[src/rtl/assert_macros.svh]
// shared assertion macro
`ifndef ASSERT_MACROS_SVH
`define ASSERT_MACROS_SVH

// property checked on every rising edge while out of reset
`define DSB_ASSERT(label, clk, rst_n, prop) \
  label: assert property (@(posedge clk) disable iff (!rst_n) prop) \
    else $error("dsb assertion failed");

`endif

[src/rtl/dsb_pkg.sv]
`timescale 1ns / 1ps
package dsb_pkg;

  localparam int unsigned CHAN_BITS    = 8;
  localparam int unsigned PIXEL_BITS   = 32;
  localparam int unsigned CFG_IDX_BITS = 3;
  localparam int unsigned DIV_STEPS    = 8;
  localparam logic [CHAN_BITS-1:0] ALPHA_MAX = 8'hFF;

  typedef enum logic [CFG_IDX_BITS-1:0] {
    CFG_AREA_X       = 3'd0,
    CFG_AREA_Y       = 3'd1,
    CFG_AREA_WIDTH   = 3'd2,
    CFG_AREA_HEIGHT  = 3'd3,
    CFG_FADE_RADIUS  = 3'd4,
    CFG_SHADOW_COLOR = 3'd5
  } cfg_idx_e;

  // exact x / 255 for x up to 255 * 255 plus one
  function automatic logic [CHAN_BITS-1:0] div255(input logic [16:0] x);
    logic [17:0] s;
    s = 18'(x) + 18'd1 + 18'(x >> 8);
    return s[15:8];
  endfunction

endpackage

[src/rtl/dsb_front.sv]
`timescale 1ns / 1ps
`include "assert_macros.svh"
module dsb_front import dsb_pkg::*; #(
  parameter int unsigned COORD_BITS  = 12,
  parameter int unsigned RADIUS_BITS = 8
) (
  input  logic                     clk_i,
  input  logic                     rst_ni,
  input  logic                     accept_i,
  input  logic [COORD_BITS-1:0]    pixel_x_i,
  input  logic [COORD_BITS-1:0]    pixel_y_i,
  input  logic [PIXEL_BITS-1:0]    background_pixel_i,
  input  logic [COORD_BITS-1:0]    area_x_i,
  input  logic [COORD_BITS-1:0]    area_y_i,
  input  logic [COORD_BITS:0]      area_width_i,
  input  logic [COORD_BITS:0]      area_height_i,
  input  logic [2*RADIUS_BITS-1:0] r2_i,
  output logic                     push_o,
  output logic                     push_wb_o,
  output logic [PIXEL_BITS-1:0]    push_bg_o,
  output logic [2*RADIUS_BITS-1:0] push_diff_o
);

  localparam int unsigned GW = COORD_BITS + 1;
  localparam int unsigned SW = 2 * GW;
  localparam int unsigned DW = SW + 1;
  localparam int unsigned RW = 2 * RADIUS_BITS;
  localparam int unsigned CW = (DW > RW) ? DW : RW;

  logic          v1_q, v2_q, v3_q;
  logic [GW-1:0] dx_d, dy_d, dx_q, dy_q;
  logic [SW-1:0] sx_q, sy_q;
  logic [DW-1:0] dist_q;
  logic [PIXEL_BITS-1:0] bg1_q, bg2_q, bg3_q;
  logic [GW-1:0] hx, hy, px, py;
  logic [CW-1:0] dist_w, r2_w;

  assign px = GW'(pixel_x_i);
  assign py = GW'(pixel_y_i);
  assign hx = GW'(area_x_i) + area_width_i;
  assign hy = GW'(area_y_i) + area_height_i;

  always_comb begin
    if (px < GW'(area_x_i)) begin
      dx_d = GW'(area_x_i) - px;
    end else if (px >= hx) begin
      dx_d = px - hx;
    end else begin
      dx_d = '0;
    end
    if (py < GW'(area_y_i)) begin
      dy_d = GW'(area_y_i) - py;
    end else if (py >= hy) begin
      dy_d = py - hy;
    end else begin
      dy_d = '0;
    end
  end

  always_ff @(posedge clk_i or negedge rst_ni) begin
    if (!rst_ni) begin
      v1_q <= 1'b0;
      v2_q <= 1'b0;
      v3_q <= 1'b0;
    end else begin
      v1_q <= accept_i;
      v2_q <= v1_q;
      v3_q <= v2_q;
    end
  end

  always_ff @(posedge clk_i) begin
    dx_q   <= dx_d;
    dy_q   <= dy_d;
    bg1_q  <= background_pixel_i;
    sx_q   <= dx_q * dx_q;
    sy_q   <= dy_q * dy_q;
    bg2_q  <= bg1_q;
    dist_q <= DW'(sx_q) + DW'(sy_q);
    bg3_q  <= bg2_q;
  end

  assign dist_w      = CW'(dist_q);
  assign r2_w        = CW'(r2_i);
  assign push_o      = v3_q;
  assign push_wb_o   = dist_w < r2_w;
  assign push_bg_o   = bg3_q;
  // only meaningful when the pixel is inside the radius
  assign push_diff_o = RW'(r2_w - dist_w);

  `DSB_ASSERT(a_front_latency, clk_i, rst_ni, accept_i |=> ##2 push_o)

endmodule

[src/rtl/dsb_fifo.sv]
`timescale 1ns / 1ps
`include "assert_macros.svh"
module dsb_fifo #(
  parameter int unsigned WIDTH = 8
) (
  input  logic             clk_i,
  input  logic             rst_ni,
  input  logic             push_i,
  input  logic [WIDTH-1:0] push_data_i,
  input  logic             pop_i,
  output logic             valid_o,
  output logic [WIDTH-1:0] head_o,
  output logic             full_o
);

  localparam int unsigned DEPTH = 2;

  logic [WIDTH-1:0] mem_q [DEPTH];
  logic             wr_ptr_q, rd_ptr_q;
  logic [1:0]       count_q;

  assign valid_o = count_q != 2'd0;
  assign full_o  = count_q == 2'(DEPTH);
  assign head_o  = mem_q[rd_ptr_q];

  always_ff @(posedge clk_i or negedge rst_ni) begin
    if (!rst_ni) begin
      wr_ptr_q <= 1'b0;
      rd_ptr_q <= 1'b0;
      count_q  <= 2'd0;
    end else begin
      if (push_i) wr_ptr_q <= ~wr_ptr_q;
      if (pop_i && valid_o) rd_ptr_q <= ~rd_ptr_q;
      count_q <= count_q + 2'(push_i) - 2'(pop_i && valid_o);
    end
  end

  always_ff @(posedge clk_i) begin
    if (push_i) mem_q[wr_ptr_q] <= push_data_i;
  end

  `DSB_ASSERT(a_fifo_no_overflow, clk_i, rst_ni, (push_i && full_o) |-> pop_i)

endmodule

[src/rtl/dsb_back.sv]
`timescale 1ns / 1ps
`include "assert_macros.svh"
module dsb_back import dsb_pkg::*; #(
  parameter int unsigned RADIUS_BITS = 8
) (
  input  logic                     clk_i,
  input  logic                     rst_ni,
  input  logic                     valid_i,
  input  logic                     wb_i,
  input  logic [PIXEL_BITS-1:0]    bg_i,
  input  logic [2*RADIUS_BITS-1:0] diff_i,
  input  logic [2*RADIUS_BITS-1:0] r2_i,
  input  logic [PIXEL_BITS-1:0]    shadow_color_i,
  output logic                     done_o,
  output logic                     write_back_o,
  output logic [PIXEL_BITS-1:0]    result_pixel_o
);

  localparam int unsigned RW = 2 * RADIUS_BITS;
  localparam int unsigned NW = CHAN_BITS + RW;

  logic [CHAN_BITS-1:0] sh_a;
  assign sh_a = shadow_color_i[31:24];

  // stage 0 holds the numerator, stages 1..8 retire one quotient bit each
  logic                  v_q   [DIV_STEPS+1];
  logic                  wb_q  [DIV_STEPS+1];
  logic [PIXEL_BITS-1:0] bg_q  [DIV_STEPS+1];
  logic [NW-1:0]         rem_q [DIV_STEPS+1];
  logic [CHAN_BITS-1:0]  quo_q [DIV_STEPS+1];

  always_ff @(posedge clk_i or negedge rst_ni) begin
    if (!rst_ni) begin
      v_q[0] <= 1'b0;
    end else begin
      v_q[0] <= valid_i;
    end
  end

  always_ff @(posedge clk_i) begin
    wb_q[0]  <= wb_i;
    bg_q[0]  <= bg_i;
    rem_q[0] <= NW'(sh_a) * NW'(diff_i);
    quo_q[0] <= '0;
  end

  for (genvar s = 0; s < DIV_STEPS; s++) begin : g_div
    localparam int unsigned BIT = DIV_STEPS - 1 - s;
    logic [NW-1:0] sub;
    logic          ge;
    assign sub = NW'(r2_i) << BIT;
    assign ge  = rem_q[s] >= sub;

    always_ff @(posedge clk_i or negedge rst_ni) begin
      if (!rst_ni) begin
        v_q[s+1] <= 1'b0;
      end else begin
        v_q[s+1] <= v_q[s];
      end
    end

    always_ff @(posedge clk_i) begin
      wb_q[s+1]  <= wb_q[s];
      bg_q[s+1]  <= bg_q[s];
      rem_q[s+1] <= ge ? rem_q[s] - sub : rem_q[s];
      quo_q[s+1] <= quo_q[s] | (CHAN_BITS'(ge) << BIT);
    end
  end

  logic [CHAN_BITS-1:0] a, inv;
  assign a   = quo_q[DIV_STEPS];
  assign inv = ALPHA_MAX - a;

  // blend products
  logic                  bv_q, bwb_q, bzero_q, bfull_q;
  logic [PIXEL_BITS-1:0] bbg_q;
  logic [16:0]           pr_q, pg_q, pb_q, pa_q;

  always_ff @(posedge clk_i or negedge rst_ni) begin
    if (!rst_ni) begin
      bv_q <= 1'b0;
    end else begin
      bv_q <= v_q[DIV_STEPS];
    end
  end

  always_ff @(posedge clk_i) begin
    bwb_q   <= wb_q[DIV_STEPS];
    bbg_q   <= bg_q[DIV_STEPS];
    bzero_q <= a == '0;
    bfull_q <= a == ALPHA_MAX;
    pr_q <= 17'(bg_q[DIV_STEPS][23:16]) * 17'(inv) + 17'(shadow_color_i[23:16]) * 17'(a);
    pg_q <= 17'(bg_q[DIV_STEPS][15:8]) * 17'(inv) + 17'(shadow_color_i[15:8]) * 17'(a);
    pb_q <= 17'(bg_q[DIV_STEPS][7:0]) * 17'(inv) + 17'(shadow_color_i[7:0]) * 17'(a);
    pa_q <= 17'(ALPHA_MAX - bg_q[DIV_STEPS][31:24]) * 17'(a);
  end

  logic                  done_q, wbo_q;
  logic [PIXEL_BITS-1:0] pix_d, pix_q;

  always_comb begin
    if (!bwb_q || bzero_q) begin
      pix_d = bbg_q;
    end else if (bfull_q) begin
      pix_d = {ALPHA_MAX, shadow_color_i[23:0]};
    end else begin
      pix_d = {bbg_q[31:24] + div255(pa_q), div255(pr_q), div255(pg_q), div255(pb_q)};
    end
  end

  always_ff @(posedge clk_i or negedge rst_ni) begin
    if (!rst_ni) begin
      done_q <= 1'b0;
    end else begin
      done_q <= bv_q;
    end
  end

  always_ff @(posedge clk_i) begin
    wbo_q <= bwb_q;
    pix_q <= pix_d;
  end

  assign done_o         = done_q;
  assign write_back_o   = wbo_q;
  assign result_pixel_o = pix_q;

  `DSB_ASSERT(a_alpha_bound, clk_i, rst_ni, (v_q[DIV_STEPS] && wb_q[DIV_STEPS]) |-> (a <= sh_a))

endmodule

[src/rtl/drop_shadow_pixel_blend_core.sv]
`timescale 1ns / 1ps
// channel   direction  handshake               payload
// pixel     in         start_i / busy_o        pixel_x_i, pixel_y_i, background_pixel_i
// result    out        done_o strobe           write_back_o, result_pixel_o
// config    in         cfg_valid_i/cfg_ready_o cfg_index_i, cfg_data_i
//
// one pixel per cycle sustained; from start to done each pixel passes through
// three distance stages, one queue slot, a multiply, eight divider steps and two blend stages
// the divider retires one alpha bit per stage, which sets the depth
// reset clears control and config only; config registers reset to zero
// the result cannot be stalled, so busy_o only rises if the queue ever fills
module drop_shadow_pixel_blend_core import dsb_pkg::*; #(
  parameter int unsigned COORD_BITS  = 12,
  parameter int unsigned RADIUS_BITS = 8
) (
  input  logic                    clk_i,
  input  logic                    rst_ni,
  input  logic                    start_i,
  output logic                    busy_o,
  input  logic [COORD_BITS-1:0]   pixel_x_i,
  input  logic [COORD_BITS-1:0]   pixel_y_i,
  input  logic [PIXEL_BITS-1:0]   background_pixel_i,
  output logic                    done_o,
  output logic                    write_back_o,
  output logic [PIXEL_BITS-1:0]   result_pixel_o,
  input  logic                    cfg_valid_i,
  output logic                    cfg_ready_o,
  input  logic [CFG_IDX_BITS-1:0] cfg_index_i,
  input  logic [31:0]             cfg_data_i
);

  localparam int unsigned RW = 2 * RADIUS_BITS;
  localparam int unsigned QW = 1 + PIXEL_BITS + RW;

  logic [COORD_BITS-1:0]  area_x_q, area_y_q;
  logic [COORD_BITS:0]    area_width_q, area_height_q;
  logic [RADIUS_BITS-1:0] fade_radius_q;
  logic [PIXEL_BITS-1:0]  shadow_color_q;
  logic [RW-1:0]          r2_q;

  assign cfg_ready_o = 1'b1;

  always_ff @(posedge clk_i or negedge rst_ni) begin
    if (!rst_ni) begin
      area_x_q       <= '0;
      area_y_q       <= '0;
      area_width_q   <= '0;
      area_height_q  <= '0;
      fade_radius_q  <= '0;
      shadow_color_q <= '0;
      r2_q           <= '0;
    end else begin
      r2_q <= RW'(fade_radius_q) * RW'(fade_radius_q);
      if (cfg_valid_i && cfg_ready_o) begin
        case (cfg_idx_e'(cfg_index_i))
          CFG_AREA_X:       area_x_q       <= cfg_data_i[COORD_BITS-1:0];
          CFG_AREA_Y:       area_y_q       <= cfg_data_i[COORD_BITS-1:0];
          CFG_AREA_WIDTH:   area_width_q   <= cfg_data_i[COORD_BITS:0];
          CFG_AREA_HEIGHT:  area_height_q  <= cfg_data_i[COORD_BITS:0];
          CFG_FADE_RADIUS:  fade_radius_q  <= cfg_data_i[RADIUS_BITS-1:0];
          CFG_SHADOW_COLOR: shadow_color_q <= cfg_data_i;
          default: ;
        endcase
      end
    end
  end

  logic                  accept, push, push_wb, q_valid, q_full;
  logic [PIXEL_BITS-1:0] push_bg;
  logic [RW-1:0]         push_diff;
  logic [QW-1:0]         q_head;

  assign busy_o = q_full;
  assign accept = start_i && !busy_o;

  dsb_front #(
    .COORD_BITS (COORD_BITS),
    .RADIUS_BITS(RADIUS_BITS)
  ) u_front (
    .clk_i             (clk_i),
    .rst_ni            (rst_ni),
    .accept_i          (accept),
    .pixel_x_i         (pixel_x_i),
    .pixel_y_i         (pixel_y_i),
    .background_pixel_i(background_pixel_i),
    .area_x_i          (area_x_q),
    .area_y_i          (area_y_q),
    .area_width_i      (area_width_q),
    .area_height_i     (area_height_q),
    .r2_i              (r2_q),
    .push_o            (push),
    .push_wb_o         (push_wb),
    .push_bg_o         (push_bg),
    .push_diff_o       (push_diff)
  );

  dsb_fifo #(
    .WIDTH(QW)
  ) u_fifo (
    .clk_i      (clk_i),
    .rst_ni     (rst_ni),
    .push_i     (push),
    .push_data_i({push_wb, push_bg, push_diff}),
    .pop_i      (q_valid),
    .valid_o    (q_valid),
    .head_o     (q_head),
    .full_o     (q_full)
  );

  dsb_back #(
    .RADIUS_BITS(RADIUS_BITS)
  ) u_back (
    .clk_i         (clk_i),
    .rst_ni        (rst_ni),
    .valid_i       (q_valid),
    .wb_i          (q_head[QW-1]),
    .bg_i          (q_head[QW-2 -: PIXEL_BITS]),
    .diff_i        (q_head[RW-1:0]),
    .r2_i          (r2_q),
    .shadow_color_i(shadow_color_q),
    .done_o        (done_o),
    .write_back_o  (write_back_o),
    .result_pixel_o(result_pixel_o)
  );

endmodule
[config.mk]
export PLATFORM = sky130hd
export DESIGN_NAME = drop_shadow_pixel_blend_core
export DESIGN_NICKNAME = d
export VERILOG_FILES = /design/src/rtl/dsb_pkg.sv /design/src/rtl/dsb_front.sv /design/src/rtl/dsb_fifo.sv /design/src/rtl/dsb_back.sv /design/src/rtl/drop_shadow_pixel_blend_core.sv
export VERILOG_INCLUDE_DIRS = /design/src /design/src/rtl
export SDC_FILE = /design/constraint.sdc
export NUM_CORES = 2
export LEC_CHECK = 0
export BUFFER_PORTS_ARGS = -buffer_cell sky130_fd_sc_hd__buf_2
export CORE_MARGIN = 1.5
export CORE_UTILIZATION = 25
export DETAILED_ROUTE_END_ITERATION = 6
export PLACE_DENSITY = 0.41
export SETUP_SLACK_MARGIN = 0.5
export SLEW_MARGIN = 10
export SYNTH_ARGS = -nofsm -noshare
export SYNTH_HDL_FRONTEND = slang
export SYNTH_SLANG_ARGS = --single-unit
[constraint.sdc]
create_clock -name clk_i -period 9.65 [get_ports clk_i]
set_clock_uncertainty 0.15 [all_clocks]
set_input_delay 0 -clock clk_i [delete_from_list [all_inputs] [get_ports clk_i]]
set_output_delay 0 -clock clk_i [all_outputs]
set_load 0.03 [all_outputs]
==> metrics.md <==
| Metric | Value |
|---|---|
| FF-to-FF End | u_back.pr_q[16]$_DFF_P_ |
| Reg-to-reg startpoint | u_back.quo_q[8][5]$_DFF_P_ |
| Dominant cells by area after synthesis | dfxtp_1 (25%), fa_1 (18%), ha_1 (13%) |
| Min cycle time layout | about 6.6 ns |
| Inserted Clock Buffers | 139 |
| H-tree lvl count | 4 |
| Remaining DRCs | 0 |
| Die width | 532 µm |
| Tcrit/Tclk final | 0.683 |
| Root Buffer | clkbuf_16 |
| Overall routing resource usage | 0.125 |
| Worst Hold Class | input pin to flip-flop |
| Post-synthesis xor/xnor area fraction | 0.0457 |
| Die span in y | ~530 µm |
| Yosys top cell by area | dfxtp_1 |
| WP data arrival | 7.17 ns |
| Skew-Pair Late Insertion Delay | 0.80 ns |
| Die area | 283000 µm² |
| Slew Limit Fails | 0 |
| WL met3 | 5.97 mm |
| EDFF count, synth | just under 100 |
| Critical-path maximum fanout | 38 |
| Hold path start | cfg_data_i[1] |
| Crit path launch type | flip-flop |
| Synth top area share | 0.246 |
| Total gr overflow | 0 |
| Routed Wire Length | 177 mm |
| Fin worst setup slack | 3.06 ns |
| Finish-stage setup viols | 0 |
| Ordered list of cells on the worst path | buf_4 > nor2b_1 > fa_1 > inv_1 > fa_1 > inv_1 > fa_1 > fa_1 > fa_1 > inv_1 > fa_1 > inv_1 > ha_1 > a21o_1 > a31oi_1 > o21ai_0 > o41ai_1 > nor2_1 > a211oi_1 |
| Setup WS pre-CTS | 3.05 ns |
| Resized Gates After CTS | 0 |
| Synth Flop Type | dfxtp_1 |
| CP Capture Type | flip-flop |
| Largest family of logic cells by synthesized area | adder cells |
| Area Growth Syn to Fin | 16.4% |
| RePlAce Congestion | 0.814 |
| Worst-margin pin slew | 1.10 ns |
| Crit path largest cell delay | 0.92 ns |
| Mapped Cells | 6875 |
| Hold EP | area_x_q[1]$_DFFE_PN0P_ |
| CTS sink cnt | 1081 |
| FMAX | 152 MHz |
| Uppermost layer routed | met5 |
| Yosys cell types | 86 |
| Placed cell area | 74900 µm² |
| Yosys warns | 0 |
| Worst r2r path cells | 19 |
| Routed via count | between 40000 and 50000 |
| Syn avg cell area | 10.2 µm² |
| Post-Synthesis Cell Area | 69900 µm² |
| Fraction of the yosys area taken by sequential cells | 0.332 |
| Synth Area in Compound Gates | 0.0839 |
| CTS clock-pin slew for the worst setup and hold paths | 0.06 ns |
| Global-route wire length before repair | 281 mm |
| Average via count per standard cell | roughly 4.2 |
| CP required | a little over 10 ns |
| Worst path top cell family by delay | adder cells |
| Fillcell total | between 20000 and 30000 |
| Met2 WL post-DR | between 80 and 90 mm |
| Post-synthesis adder-cell area fraction | 0.315 |
| CP most frequent cell | fa_1 |
| CTS tree | yes |
| Layout cell share with drive strength beyond 1 | 0.0808 |
| Avg WL per Cell | about 16 µm |
| Row cnt | 193 |
| Initial antenna violation count | 20 |
| Seq cells post-synth | roughly 1100 |
| Port buffer count | 129 |
| Mux contribution to synthesized area | 0.0267 |
| M1 WL | 83.2 mm |
| Post-synthesis simple-gate area fraction | 0.127 |
| WP buf/inv | 5 |
| Post-DP HPWL | 134 mm |
| Starting Density | 0.252 |
| Finished layout cell area | about 80000 µm² |
| Fraction of registers with async set/reset | 0.114 |
| Crit path kind | flip-flop to flip-flop |
| Flop2flop setup slack | 3.06 ns |
| Hold path depth | 4 |
| Starting DRC count in detailed routing | 1895 |
| First-pass DRT Iterations | 5 |
| Fin nets | 8687 |
| Hold Violations, Final | 0 |
| Status | finished clean |
| Pin count of the biggest net entering global routing | 75 |
| RSZ-0062 raised after global routing | no |
| Post-route setup TNS | 0 ns |
| IO Pins | 131 |
| Vias in the first global route | 49600 |
| Slew margin rel. | 0.269 |
| # Max-Cap Violations | 0 |
| Core Area | 277000 µm² |
| Crit-path slowest cell | dfxtp_2 |
| Routed Antenna Nets | 0 |
| Clock Path Buffers | 4 |
==> state kept, by name (all words and copies together), names as in the netlist, 25 cells and up <==
register               cells
shadow_color_q            32
u_back.bbg_q              32
u_back.bg_q              288
u_back.quo_q              36
u_back.rem_q             192
u_back.result_pixel_o     32
u_fifo.mem_q              98
u_front.bg1_q             32
u_front.bg2_q             32
u_front.dist_q            27
u_front.push_bg_o         32
u_front.sx_q              25
u_front.sy_q              25
==> placed cells by master, fill, tap and decap left out, types with 45 or more instances in the layout <==
master	n
inv_1	1115
ha_1	747
nor3_1	77
nand2b_1	166
nand2_1	442
fa_1	634
dfrtp_1	122
dlygate4sd3_1	186
mux2_2	148
edfxtp_1	98
xnor2_1	209
nand3_1	61
buf_2	128
a21o_1	81
nor2b_1	270
clkbuf_16	142
dfxtp_1	852
o21a_1	45
o21ai_0	222
nor2_1	209
and2_1	236
a21oi_1	269
xor2_1	156
==> worst register-to-register path: cells and delay by family, from the launching register on <==
family	cells	cell delay (ns)
and+or+nand+nor	2	0.22
AOI/OAI and AO/OA	5	1.32
adders and majority gates	7	3.28
buffers and inverters	5	0.65
DFF	1	0.92
==> cell families after synthesis <==
logic type,count (synthesis)
adder cells (fa/ha/maj),1381
XOR/XNOR,365
AND/OR/NAND/NOR,1680
flip-flops,1081
multiplexers,168
buffers and inverters,1275
AO/OA/AOI/OAI,923
other,2
==> how the worst max path moves through the flow <==
stage / from / endpoint / slack [ns] / cells after the start
final: u_back.quo_q[8][5]$_DFF_P_ / u_back.pr_q[16]$_DFF_P_ / 3.06 / 19
after floorplan: u_back.quo_q[8][2]$_DFF_P_ / u_back.pr_q[15]$_DFF_P_ / 3.95 / 19
after global placement: u_back.quo_q[8][5]$_DFF_P_ / u_back.pr_q[16]$_DFF_P_ / 3.08 / 19
after CTS: u_fifo.rd_ptr_q$_DFFE_PN0P_ / u_back.rem_q[0][23]$_DFF_P_ / 3.01 / 19
after global routing: u_back.quo_q[8][5]$_DFF_P_ / u_back.pr_q[16]$_DFF_P_ / 2.72 / 19
after detailed placement: u_back.quo_q[8][5]$_DFF_P_ / u_back.pr_q[16]$_DFF_P_ / 3.05 / 19
==> cell type report <==
class	instances	area, µm²	share of cell area
Clock buffer	189	3900	0.0479
Tap cell	3705	4640	0.0570
Sequential cell	1081	23200	0.286
Antenna cell	9	22.5	0.000277
Inverter	1116	4190	0.0515
Clock inverter	59	627	0.00770
Multi-Input combinational cell	4521	41900	0.515
Timing Repair Buffer	352	2810	0.0346
==> routing by layer <==
metal,global-route usage,vias up
met5,0,-
met4,0.0337,4
met3,0.0180,218
met2,0.212,664
met1,0.166,22600
li1,-,23000
==> what timing repair did <==
action	in CTS	in global routing
setup buffers	0	0
endpoints found under the hold margin	223	0
hold buffers	187	0
==> synth_stat cells (11+ instances only) <==
library cell and count:
o41ai_1 13, clkbuf_1 139, or2_2 23, ha_1 747, nand4b_1 11, and4_1 12
fa_1 634, dfrtp_1 123, inv_1 1115, o21ai_0 222, a21o_1 81, nor4_1 16
nand2b_1 166, dfxtp_1 860, nor2b_1 272, a21oi_1 269, and2_1 237, edfxtp_1 98
nor2_1 209, or4_1 13, a31oi_1 25, a21boi_0 16, nand4_1 33, mux2i_1 19
mux2_2 148, or3_1 35, xnor2_1 209, a32o_1 12, nand3_1 61, o211ai_1 20
a211oi_1 37, o21a_1 45, a31o_2 12, o21bai_1 35, and3_1 38, xor2_1 156
o31ai_1 25, o22ai_1 18, nand2_1 442, nor3_1 77
==> through the flow <==
step	util	hold WS, ns	instances
4_1_cts	0.293	0.00594	11000
3_5_place_dp	0.270	-0.0462	10600
6_report	0.293	0.0669	11000
2_1_floorplan	-	-0.446	6877
3_3_place_gp	0.270	-0.0464	10600
5_1_grt	0.293	0.0467	11000
Power is not shown: default switching activity piles up to over one toggle a cycle in this logic, so the estimate is an artifact.
